===== config.mk =====
export PLATFORM = sky130hd
export DESIGN_NAME = fan_duty_slew_and_alarm
export DESIGN_NICKNAME = d
export VERILOG_FILES = /design/src/sv/fdsa_pkg.sv /design/src/sv/fdsa_cfg.sv /design/src/sv/fdsa_tick.sv /design/src/sv/fan_duty_slew_and_alarm.sv
export SDC_FILE = /design/constraint.sdc
export NUM_CORES = 1
export LEC_CHECK = 0
export ABC_AREA = 1
export BUFFER_PORTS_ARGS = -buffer_cell sky130_fd_sc_hd__buf_2
export CAP_MARGIN = 20
export CORE_MARGIN = 2
export CORE_UTILIZATION = 60
export DETAILED_ROUTE_END_ITERATION = 7
export GPL_ROUTABILITY_DRIVEN = 0
export PLACE_DENSITY = 0.85
export SETUP_SLACK_MARGIN = 0.02
export SLEW_MARGIN = 20
export SYNTH_ARGS = -nofsm -noshare
export SYNTH_HDL_FRONTEND = slang
export SYNTH_SLANG_ARGS = --single-unit

===== constraint.sdc =====
create_clock -name aclk -period 19.55 [get_ports aclk]
set_clock_uncertainty 0.2 [all_clocks]
set_input_delay 0.9775 -clock aclk [delete_from_list [all_inputs] [get_ports aclk]]
set_output_delay 0.9775 -clock aclk [all_outputs]
set_load 0.01 [all_outputs]

===== src/sv/fdsa_pkg.sv =====
// types, constants and field layout for the fan duty slew and alarm block
// used by every module of the block; depends on nothing
`timescale 1ns / 1ps

package fdsa_pkg;

    localparam int FAN_COUNT = 8;
    localparam int FAN_IDX_W = (FAN_COUNT > 1) ? $clog2(FAN_COUNT) : 1;

    localparam int FAN_W    = 3;
    localparam int DUTY_W   = 7;
    localparam int RPM_W    = 16;
    localparam int SRC_W    = 2;
    localparam int TEMP_W   = 16;
    localparam int ALARM_W  = 2;
    localparam int EVENT_W  = 2;
    localparam int STALL_W  = 2;
    localparam int MODE_W   = 2;
    localparam int LIMIT_W  = 8;

    localparam int S_TDATA_W = 56;
    localparam int M_TDATA_W = 16;
    localparam int CFG_IDX_W = 3;
    localparam int CFG_DAT_W = 8;

    localparam logic [DUTY_W-1:0]  FULL_DUTY   = 7'd100;
    localparam logic [STALL_W-1:0] STALL_LIMIT = 2'd3;

    // alarm kinds
    localparam logic [ALARM_W-1:0] ALARM_NONE     = 2'd0;
    localparam logic [ALARM_W-1:0] ALARM_STALL    = 2'd1;
    localparam logic [ALARM_W-1:0] ALARM_OVERTEMP = 2'd2;

    // alarm events
    localparam logic [EVENT_W-1:0] EVENT_NONE    = 2'd0;
    localparam logic [EVENT_W-1:0] EVENT_RAISED  = 2'd1;
    localparam logic [EVENT_W-1:0] EVENT_CLEARED = 2'd2;

    // failsafe policies
    localparam logic [MODE_W-1:0] FS_HOLD = 2'd0;
    localparam logic [MODE_W-1:0] FS_FULL = 2'd1;
    localparam logic [MODE_W-1:0] FS_SAFE = 2'd2;
    localparam logic [MODE_W-1:0] FS_ALT  = 2'd3;

    // source states
    localparam logic [SRC_W-1:0] SRC_VALID   = 2'd0;
    localparam logic [SRC_W-1:0] SRC_USABLE  = 2'd1;
    localparam logic [SRC_W-1:0] SRC_INVALID = 2'd2;

    // register indexes
    localparam logic [CFG_IDX_W-1:0] REG_HYST          = 3'd0;
    localparam logic [CFG_IDX_W-1:0] REG_RAMP_UP       = 3'd1;
    localparam logic [CFG_IDX_W-1:0] REG_RAMP_DOWN     = 3'd2;
    localparam logic [CFG_IDX_W-1:0] REG_FAILSAFE      = 3'd3;
    localparam logic [CFG_IDX_W-1:0] REG_FALLBACK_DUTY = 3'd4;
    localparam logic [CFG_IDX_W-1:0] REG_OT_LIMIT      = 3'd5;

    // register reset values
    localparam logic [DUTY_W-1:0]  RST_HYST          = 7'd3;
    localparam logic [DUTY_W-1:0]  RST_RAMP_UP       = 7'd10;
    localparam logic [DUTY_W-1:0]  RST_RAMP_DOWN     = 7'd3;
    localparam logic [MODE_W-1:0]  RST_FAILSAFE      = FS_SAFE;
    localparam logic [DUTY_W-1:0]  RST_FALLBACK_DUTY = 7'd50;
    localparam logic [LIMIT_W-1:0] RST_OT_LIMIT      = 8'd80;

    // result field positions in m_tdata
    localparam int M_DUTY_WR_BIT = 3;
    localparam int M_DUTY_LO     = 4;
    localparam int M_EVENT_LO    = 11;
    localparam int M_KIND_LO     = 13;
    localparam int M_BAD_BIT     = 15;

    typedef struct packed {
        logic [DUTY_W-1:0]  curve_duty;
        logic               curve_found;
        logic [TEMP_W-1:0]  temperature;
        logic [SRC_W-1:0]   source_state;
        logic [RPM_W-1:0]   measured_rpm;
        logic [DUTY_W-1:0]  measured_duty;
        logic               auto_mode;
        logic               fan_enabled;
        logic [FAN_W-1:0]   fan_id;
    } fan_item_t;

    localparam int ITEM_W = $bits(fan_item_t);

    typedef struct packed {
        logic               source_bad_event;
        logic [ALARM_W-1:0] alarm_kind;
        logic [EVENT_W-1:0] alarm_event;
        logic [DUTY_W-1:0]  duty_value;
        logic               duty_write;
        logic [FAN_W-1:0]   out_fan;
    } fan_result_t;

    typedef struct packed {
        logic [DUTY_W-1:0]  hysteresis_band;
        logic [DUTY_W-1:0]  ramp_up_step;
        logic [DUTY_W-1:0]  ramp_down_step;
        logic [MODE_W-1:0]  failsafe_mode;
        logic [DUTY_W-1:0]  fallback_duty;
        logic [LIMIT_W-1:0] overtemp_limit;
    } cfg_t;

    typedef struct packed {
        logic [STALL_W-1:0] stall_ticks;
        logic [DUTY_W-1:0]  last_duty;
        logic [ALARM_W-1:0] last_alarm;
    } fan_state_t;

endpackage


===== src/sv/fdsa_cfg.sv =====
// configuration register file of the fan duty slew and alarm block
// depends on fdsa_pkg
`timescale 1ns / 1ps

module fdsa_cfg (
    input  logic                            aclk,
    input  logic                            aresetn,
    input  logic                            cfg_valid,
    input  logic [fdsa_pkg::CFG_IDX_W-1:0]  cfg_index,
    input  logic [fdsa_pkg::CFG_DAT_W-1:0]  cfg_data,
    output fdsa_pkg::cfg_t                  cfg
);

    fdsa_pkg::cfg_t                 cfg_reg;
    fdsa_pkg::cfg_t                 cfg_next;
    logic [fdsa_pkg::DUTY_W-1:0]    v7;
    logic                           v7_ok;

    assign v7    = cfg_data[fdsa_pkg::DUTY_W-1:0];
    assign v7_ok = (v7 <= fdsa_pkg::FULL_DUTY);

    always_comb begin
        cfg_next = cfg_reg;
        if (cfg_valid) begin
            unique case (cfg_index)
                fdsa_pkg::REG_HYST: begin
                    if (v7_ok) cfg_next.hysteresis_band = v7;
                end
                fdsa_pkg::REG_RAMP_UP: begin
                    if (v7_ok) cfg_next.ramp_up_step = v7;
                end
                fdsa_pkg::REG_RAMP_DOWN: begin
                    if (v7_ok) cfg_next.ramp_down_step = v7;
                end
                fdsa_pkg::REG_FAILSAFE: begin
                    cfg_next.failsafe_mode = cfg_data[fdsa_pkg::MODE_W-1:0];
                end
                fdsa_pkg::REG_FALLBACK_DUTY: begin
                    if (v7_ok) cfg_next.fallback_duty = v7;
                end
                fdsa_pkg::REG_OT_LIMIT: begin
                    cfg_next.overtemp_limit = cfg_data[fdsa_pkg::LIMIT_W-1:0];
                end
                default: begin
                end
            endcase
        end
    end

    always_ff @(posedge aclk) begin
        if (!aresetn) begin
            cfg_reg.hysteresis_band <= fdsa_pkg::RST_HYST;
            cfg_reg.ramp_up_step    <= fdsa_pkg::RST_RAMP_UP;
            cfg_reg.ramp_down_step  <= fdsa_pkg::RST_RAMP_DOWN;
            cfg_reg.failsafe_mode   <= fdsa_pkg::RST_FAILSAFE;
            cfg_reg.fallback_duty   <= fdsa_pkg::RST_FALLBACK_DUTY;
            cfg_reg.overtemp_limit  <= fdsa_pkg::RST_OT_LIMIT;
        end else begin
            cfg_reg <= cfg_next;
        end
    end

    assign cfg = cfg_reg;

endmodule


===== src/sv/fdsa_tick.sv =====
// per-tick decision logic: stall count, failsafe, hysteresis, ramp, alarms
// depends on fdsa_pkg
`timescale 1ns / 1ps

module fdsa_tick (
    input  fdsa_pkg::fan_item_t     item,
    input  logic                    in_range,
    input  fdsa_pkg::cfg_t          cfg,
    input  fdsa_pkg::fan_state_t    cur,
    output fdsa_pkg::fan_result_t   result,
    output fdsa_pkg::fan_state_t    nxt,
    output logic                    state_we
);

    logic [fdsa_pkg::DUTY_W-1:0]    tgt;
    logic [fdsa_pkg::DUTY_W-1:0]    held;
    logic [fdsa_pkg::DUTY_W-1:0]    band_diff;
    logic [fdsa_pkg::DUTY_W-1:0]    fin;
    logic [fdsa_pkg::ALARM_W-1:0]   alarm;
    logic signed [fdsa_pkg::TEMP_W-1:0] limit16;
    logic                           hot;

    // limit in whole degrees scaled to 1/16 degree
    assign limit16 = {{(fdsa_pkg::TEMP_W - fdsa_pkg::LIMIT_W - 4){cfg.overtemp_limit[7]}},
                      cfg.overtemp_limit, 4'b0000};
    assign hot = $signed(item.temperature) > limit16;

    // target saturation, hysteresis band, then ramp limit
    always_comb begin
        tgt = (item.curve_duty > fdsa_pkg::FULL_DUTY) ? fdsa_pkg::FULL_DUTY
                                                      : item.curve_duty;
        band_diff = (tgt > cur.last_duty) ? (tgt - cur.last_duty) : (cur.last_duty - tgt);
        held = (band_diff <= cfg.hysteresis_band) ? cur.last_duty : tgt;
        if (held > cur.last_duty) begin
            fin = ((held - cur.last_duty) > cfg.ramp_up_step) ?
                  (cur.last_duty + cfg.ramp_up_step) : held;
        end else if (held < cur.last_duty) begin
            fin = ((cur.last_duty - held) > cfg.ramp_down_step) ?
                  (cur.last_duty - cfg.ramp_down_step) : held;
        end else begin
            fin = cur.last_duty;
        end
    end

    always_comb begin
        nxt      = cur;
        state_we = 1'b0;
        alarm    = fdsa_pkg::ALARM_NONE;
        result.out_fan          = item.fan_id;
        result.duty_write       = 1'b0;
        result.duty_value       = '0;
        result.alarm_event      = fdsa_pkg::EVENT_NONE;
        result.alarm_kind       = in_range ? cur.last_alarm : fdsa_pkg::ALARM_NONE;
        result.source_bad_event = 1'b0;

        if (item.fan_enabled && in_range) begin
            state_we = 1'b1;
            if ((item.measured_duty != '0) && (item.measured_rpm == '0)) begin
                if (cur.stall_ticks < fdsa_pkg::STALL_LIMIT) begin
                    nxt.stall_ticks = cur.stall_ticks + 2'd1;
                end
                if (nxt.stall_ticks >= fdsa_pkg::STALL_LIMIT) begin
                    alarm = fdsa_pkg::ALARM_STALL;
                end
            end else begin
                nxt.stall_ticks = '0;
            end

            if (item.auto_mode) begin
                if (item.source_state[1]) begin
                    // invalid source: failsafe policy
                    result.source_bad_event = 1'b1;
                    case (cfg.failsafe_mode)
                        fdsa_pkg::FS_FULL: begin
                            result.duty_write = 1'b1;
                            result.duty_value = fdsa_pkg::FULL_DUTY;
                        end
                        fdsa_pkg::FS_SAFE: begin
                            result.duty_write = 1'b1;
                            result.duty_value = cfg.fallback_duty;
                        end
                        default: begin
                        end
                    endcase
                end else if (item.curve_found) begin
                    nxt.last_duty     = fin;
                    result.duty_write = 1'b1;
                    result.duty_value = fin;
                    if ((item.source_state == fdsa_pkg::SRC_VALID) && hot) begin
                        alarm = fdsa_pkg::ALARM_OVERTEMP;
                    end
                end
            end

            if ((alarm != fdsa_pkg::ALARM_NONE) && (cur.last_alarm == fdsa_pkg::ALARM_NONE)) begin
                result.alarm_event = fdsa_pkg::EVENT_RAISED;
            end else if ((alarm == fdsa_pkg::ALARM_NONE) &&
                         (cur.last_alarm != fdsa_pkg::ALARM_NONE)) begin
                result.alarm_event = fdsa_pkg::EVENT_CLEARED;
            end
            nxt.last_alarm    = alarm;
            result.alarm_kind = alarm;
        end
    end

endmodule


===== src/sv/fan_duty_slew_and_alarm.sv =====
// top level of the fan duty slew and alarm block: stream ports, per-fan state
// depends on fdsa_pkg, fdsa_cfg and fdsa_tick
//
// channel   direction  handshake                 payload
// s_        in         s_tvalid / s_tready       s_tdata, one fan control tick
// m_        out        m_tvalid / m_tready       m_tdata, one result per tick
// cfg_      in         cfg_valid / cfg_ready     cfg_index, cfg_data
//
// one request per cycle while m_tready is high; a request passes the input register, then the result register
// per-fan state is read, updated and written in the cycle a request moves from
// the input register to the result register, so the next request sees it
// synchronous active-low reset clears config, per-fan state and both valid flags
// a stalled m_ side holds the result; the input register still takes one request
// cfg_ready is always high
`timescale 1ns / 1ps

module fan_duty_slew_and_alarm (
    input  logic                            aclk,
    input  logic                            aresetn,
    input  logic                            s_tvalid,
    output logic                            s_tready,
    // fan_id, fan_enabled, auto_mode, measured_duty, measured_rpm,
    // source_state, temperature, curve_found, curve duty, zero pad
    input  logic [fdsa_pkg::S_TDATA_W-1:0]  s_tdata,
    output logic                            m_tvalid,
    input  logic                            m_tready,
    // out_fan, duty_write, duty_value, alarm_event, alarm_kind, source_bad_event
    output logic [fdsa_pkg::M_TDATA_W-1:0]  m_tdata,
    input  logic                            cfg_valid,
    output logic                            cfg_ready,
    input  logic [fdsa_pkg::CFG_IDX_W-1:0]  cfg_index,
    input  logic [fdsa_pkg::CFG_DAT_W-1:0]  cfg_data
);

    fdsa_pkg::cfg_t                     cfg;
    fdsa_pkg::fan_item_t                item_reg;
    logic                               item_valid_reg;
    fdsa_pkg::fan_result_t              result_reg;
    fdsa_pkg::fan_result_t              result_next;
    logic                               result_valid_reg;
    logic                               advance;
    logic                               in_range;
    logic [fdsa_pkg::FAN_IDX_W-1:0]     fan_idx;
    fdsa_pkg::fan_state_t               cur;
    fdsa_pkg::fan_state_t               nxt;
    logic                               state_we;

    logic [fdsa_pkg::STALL_W-1:0]   stall_reg [fdsa_pkg::FAN_COUNT];
    logic [fdsa_pkg::DUTY_W-1:0]    duty_reg  [fdsa_pkg::FAN_COUNT];
    logic [fdsa_pkg::ALARM_W-1:0]   alarm_reg [fdsa_pkg::FAN_COUNT];

    assign cfg_ready = 1'b1;

    fdsa_cfg u_cfg (
        .aclk      (aclk),
        .aresetn   (aresetn),
        .cfg_valid (cfg_valid),
        .cfg_index (cfg_index),
        .cfg_data  (cfg_data),
        .cfg       (cfg)
    );

    assign advance  = item_valid_reg && (!result_valid_reg || m_tready);
    assign s_tready = !item_valid_reg || advance;

    always_ff @(posedge aclk) begin
        if (!aresetn) begin
            item_valid_reg <= 1'b0;
        end else if (s_tready) begin
            item_valid_reg <= s_tvalid;
        end
    end

    always_ff @(posedge aclk) begin
        if (s_tready && s_tvalid) begin
            item_reg <= fdsa_pkg::fan_item_t'(s_tdata[fdsa_pkg::ITEM_W-1:0]);
        end
    end

    // per-fan state lookup
    assign in_range = (32'(item_reg.fan_id) < fdsa_pkg::FAN_COUNT);
    assign fan_idx  = fdsa_pkg::FAN_IDX_W'(item_reg.fan_id);

    always_comb begin
        cur.stall_ticks = stall_reg[fan_idx];
        cur.last_duty   = duty_reg[fan_idx];
        cur.last_alarm  = alarm_reg[fan_idx];
    end

    fdsa_tick u_tick (
        .item     (item_reg),
        .in_range (in_range),
        .cfg      (cfg),
        .cur      (cur),
        .result   (result_next),
        .nxt      (nxt),
        .state_we (state_we)
    );

    always_ff @(posedge aclk) begin
        if (!aresetn) begin
            for (int i = 0; i < fdsa_pkg::FAN_COUNT; i++) begin
                stall_reg[i] <= '0;
                duty_reg[i]  <= '0;
                alarm_reg[i] <= fdsa_pkg::ALARM_NONE;
            end
        end else if (advance && state_we) begin
            stall_reg[fan_idx] <= nxt.stall_ticks;
            duty_reg[fan_idx]  <= nxt.last_duty;
            alarm_reg[fan_idx] <= nxt.last_alarm;
        end
    end

    always_ff @(posedge aclk) begin
        if (!aresetn) begin
            result_valid_reg <= 1'b0;
        end else if (advance) begin
            result_valid_reg <= 1'b1;
        end else if (m_tready) begin
            result_valid_reg <= 1'b0;
        end
    end

    always_ff @(posedge aclk) begin
        if (advance) begin
            result_reg <= result_next;
        end
    end

    assign m_tvalid = result_valid_reg;
    assign m_tdata  = fdsa_pkg::M_TDATA_W'(result_reg);

endmodule


==> flow_summary_export.csv <==
group,metric,value,unit
outcome,status,"finished, final reports clean",
grt,grt.total_usage,0.270,
floorplan,die-area,0.0194,sq mm
worst_setup_path,worst-setup-path-type,"reg2reg",
synth,synth_compound_area_frac,0.114,
clock_network,cts_root_buffer,"clkbuf_16",
route,viasPerCell,5.80,
synth,synth_ff_type,"edfxtp_1",
sta,hold_viol,0,
place,placed_area,0.0115,sq mm
synth,synth_area_leaders,"edfxtp_1, ha_1, dfxtp_1, nand2_1, nor2_1",
synth,synth_edf_count,158,
worst_setup_path,required,19.58,ns
clock_network,tritoncts,"done",
worst_setup_path,cpMaxStageDelayCell,"a21oi_2",
clock_network,cts_hold_buf,0,
sta,layout_setup_ws,10.88,ns
min_path,hp-start,"u_cfg.cfg[5]",
synth,yosysWarnings,0,
clock_network,clk_pin_slew_worst_paths,0.06,ns
layout,area.sequential,0.00561,sq mm
clock_network,cts_resized,0,
sta,fmax,115,MHz
clock_network,cts.path.max_buffers,3,
synth,post_synth_num_cell_types,44,
sta,worst_slew_pin_slew,0.920,ns
layout,nFillCells,1285,
worst_setup_path,crit_top_cell,"nand2_1",
floorplan,die_h,139,microns
clock_network,post_cts_buffers,0,
clock_network,clock_latency,0.50,ns
worst_setup_path,critPathLaunchType,"register",
sta,max_slew_margin,0.386,
layout,multiInputGateArea,0.00462,sq mm
layout,final_area,0.0121,sq mm
floorplan,core_area,0.0180,sq mm
worst_setup_path,crit_arrival,8.70,ns
layout,area_growth_syn_to_layout,10.7,%
route,drc,0,
synth,synth_nets,1359,
clock_network,htree_levels,1,
synth,synthMuxAreaShare,0,
grt,antenna_found_initial,0,
place,dpl_worst_slack,11.11,ns
synth,yosysSeqAreaShare,0.511,
sta,finalSetupViolations,0,
layout,stdcell_count,1529,
synth,synth_area,0.0110,sq mm
sta,finalSetupTns,0,ns
route,antenna_left,0,
synth,synthSimpleGateAreaFrac,0.200,
synth,yosysTopAreaCellShare,0.432,
layout,drive_gt1_frac,0.134,
worst_setup_path,cp_max_fo,45,
route,first_pass_iters,5,
synth,synth_fa_ha_area_frac,0.0878,
min_path,min_path_type,"reg2reg",
layout,largest_register_ff_count,56,
layout,utilization,0.676,
grt,grt_pass1_wl,42400,microns
route,avgRoutedWirePerCell,17.2,microns
place,port_buffers,87,
synth,syn_avg_cell_area,9.04,sq um
layout,antenna_cells,0,
power,max-vdd-ir-drop,0.0838,mV
sta,rsz0062_at_grt,"no",
grt,grt_overflow_total,0,
synth,synthCells,1213,
synth,synth-async-reset-ratio,0,
sta,fin_crit,8.67,ns
floorplan,fp.dieW,139,microns
place,dpl.hpwl,18100,microns
worst_setup_path,critPathMaxStageDelay,0.45,ns
synth,synth_area_leader_cell,"edfxtp_1",
power,power.leakage,5.26,nW
power,p_per_area,133,mW/mm^2
grt,grt_max_degree,61,
clock_network,cts_made_buffers,19,
floorplan,initial_core_util,0.611,
synth,synth_top_family_by_area,"simple AND/OR/NAND/NOR gates",
sta,fin_crit_sh,0.443,
layout,nets,1434,
synth,synth-seq-cells,201,
synth,synth_xor_area_frac,0.0184,
route,vias,8874,
route,wl,26300,microns
clock_network,cts_sinks,201,
synth,synthTopCellsByCount,"nand2_1, edfxtp_1, nor2_1",
worst_setup_path,end_kind,"register",
floorplan,io_pins,91,
place,dp_cells,1496,
run,max-cap-violations,0,
floorplan,row_count,49,
sta,finalMaxSlewViolations,0,
route,drtIter0Drc,996,
synth,synth_most_common_cell,"nand2_1",
grt,first_global_vias,8746,
==> critical path: cells and delay by family, from the launching register on <==
kind            cells  cell delay, ns
compound gates     10            2.04
xor+xnor            2            0.21
buf+inv             7            1.40
flops               1            0.31
simple gates       23            2.88
fa+ha+maj           4            1.34
==> metrics by stage <==
step           hold slack, ns  power (mW)
2_1_floorplan           0.235        1.06
4_1_cts                 0.275        1.59
6_report                0.276        1.61
3_3_place_gp            0.248        1.19
3_5_place_dp            0.258        1.21
5_1_grt                 0.281        1.72
==> cell families (layout without fill, tap and decap cells) <==
| group | count (synthesis) | count (layout) |
|---|---|---|
| DFF | 201 | 201 |
| buffers and inverters | 180 | 267 |
| other | 1 | 1 |
| xor gates and xnor gates | 23 | 23 |
| and+or+nand+nor | 503 | 503 |
| adders and majority gates | 74 | 74 |
| AOI/OAI and AO/OA | 231 | 231 |
==> report_power, final <==
part	switching (mW)	internal, mW	total [mW]
logic	0.497	0.245	0.743
clock network	0.156	0.224	0.380
registers	0.00811	0.482	0.490
==> final timing paths <==
check / endpoint / slack (ns) / depth (start not counted)
min: u_cfg.cfg[5] / 0.28 / 2
max reg2reg: duty_reg[1][0] / 10.88 / 46
min reg2reg: u_cfg.cfg[5] / 0.28 / 2
max: duty_reg[1][0] / 10.88 / 46
==> layer usage <==
metal  track usage  up-vias  share of wire
li1              -     4243              -
met1         0.345     4084           0.39
met2         0.461      469           0.49
met3        0.0475       78          0.093
met4         0.108        0          0.032
met5             0        -              0
==> area by class of cell <==
type                    count  share of cell area
repair buffers             90              0.0377
inverters                 144              0.0448
multi-input cells         832               0.380
clock buffers              26              0.0421
well taps                 229              0.0236
flip-flops and latches    201               0.462
clock inverters             7             0.00979
==> cell usage in the layout (no fill, tap or decap), types with 7 or more instances in the layout <==
master       n
buf_2       87
nand3_1     59
nand3_2      7
nor2_2      20
dfxtp_1     43
xor2_1      15
o22ai_1     10
clkbuf_16   19
inv_1      136
nor2_1     151
nand2_1    222
nand2_2     12
o21ai_0     81
edfxtp_1   158
nand4_1     12
o21ai_1     18
nor4_1       7
a21oi_1     92
o211ai_1    12
ha_1        69
xnor2_1      8
Power figures use the tool's default switching activity.
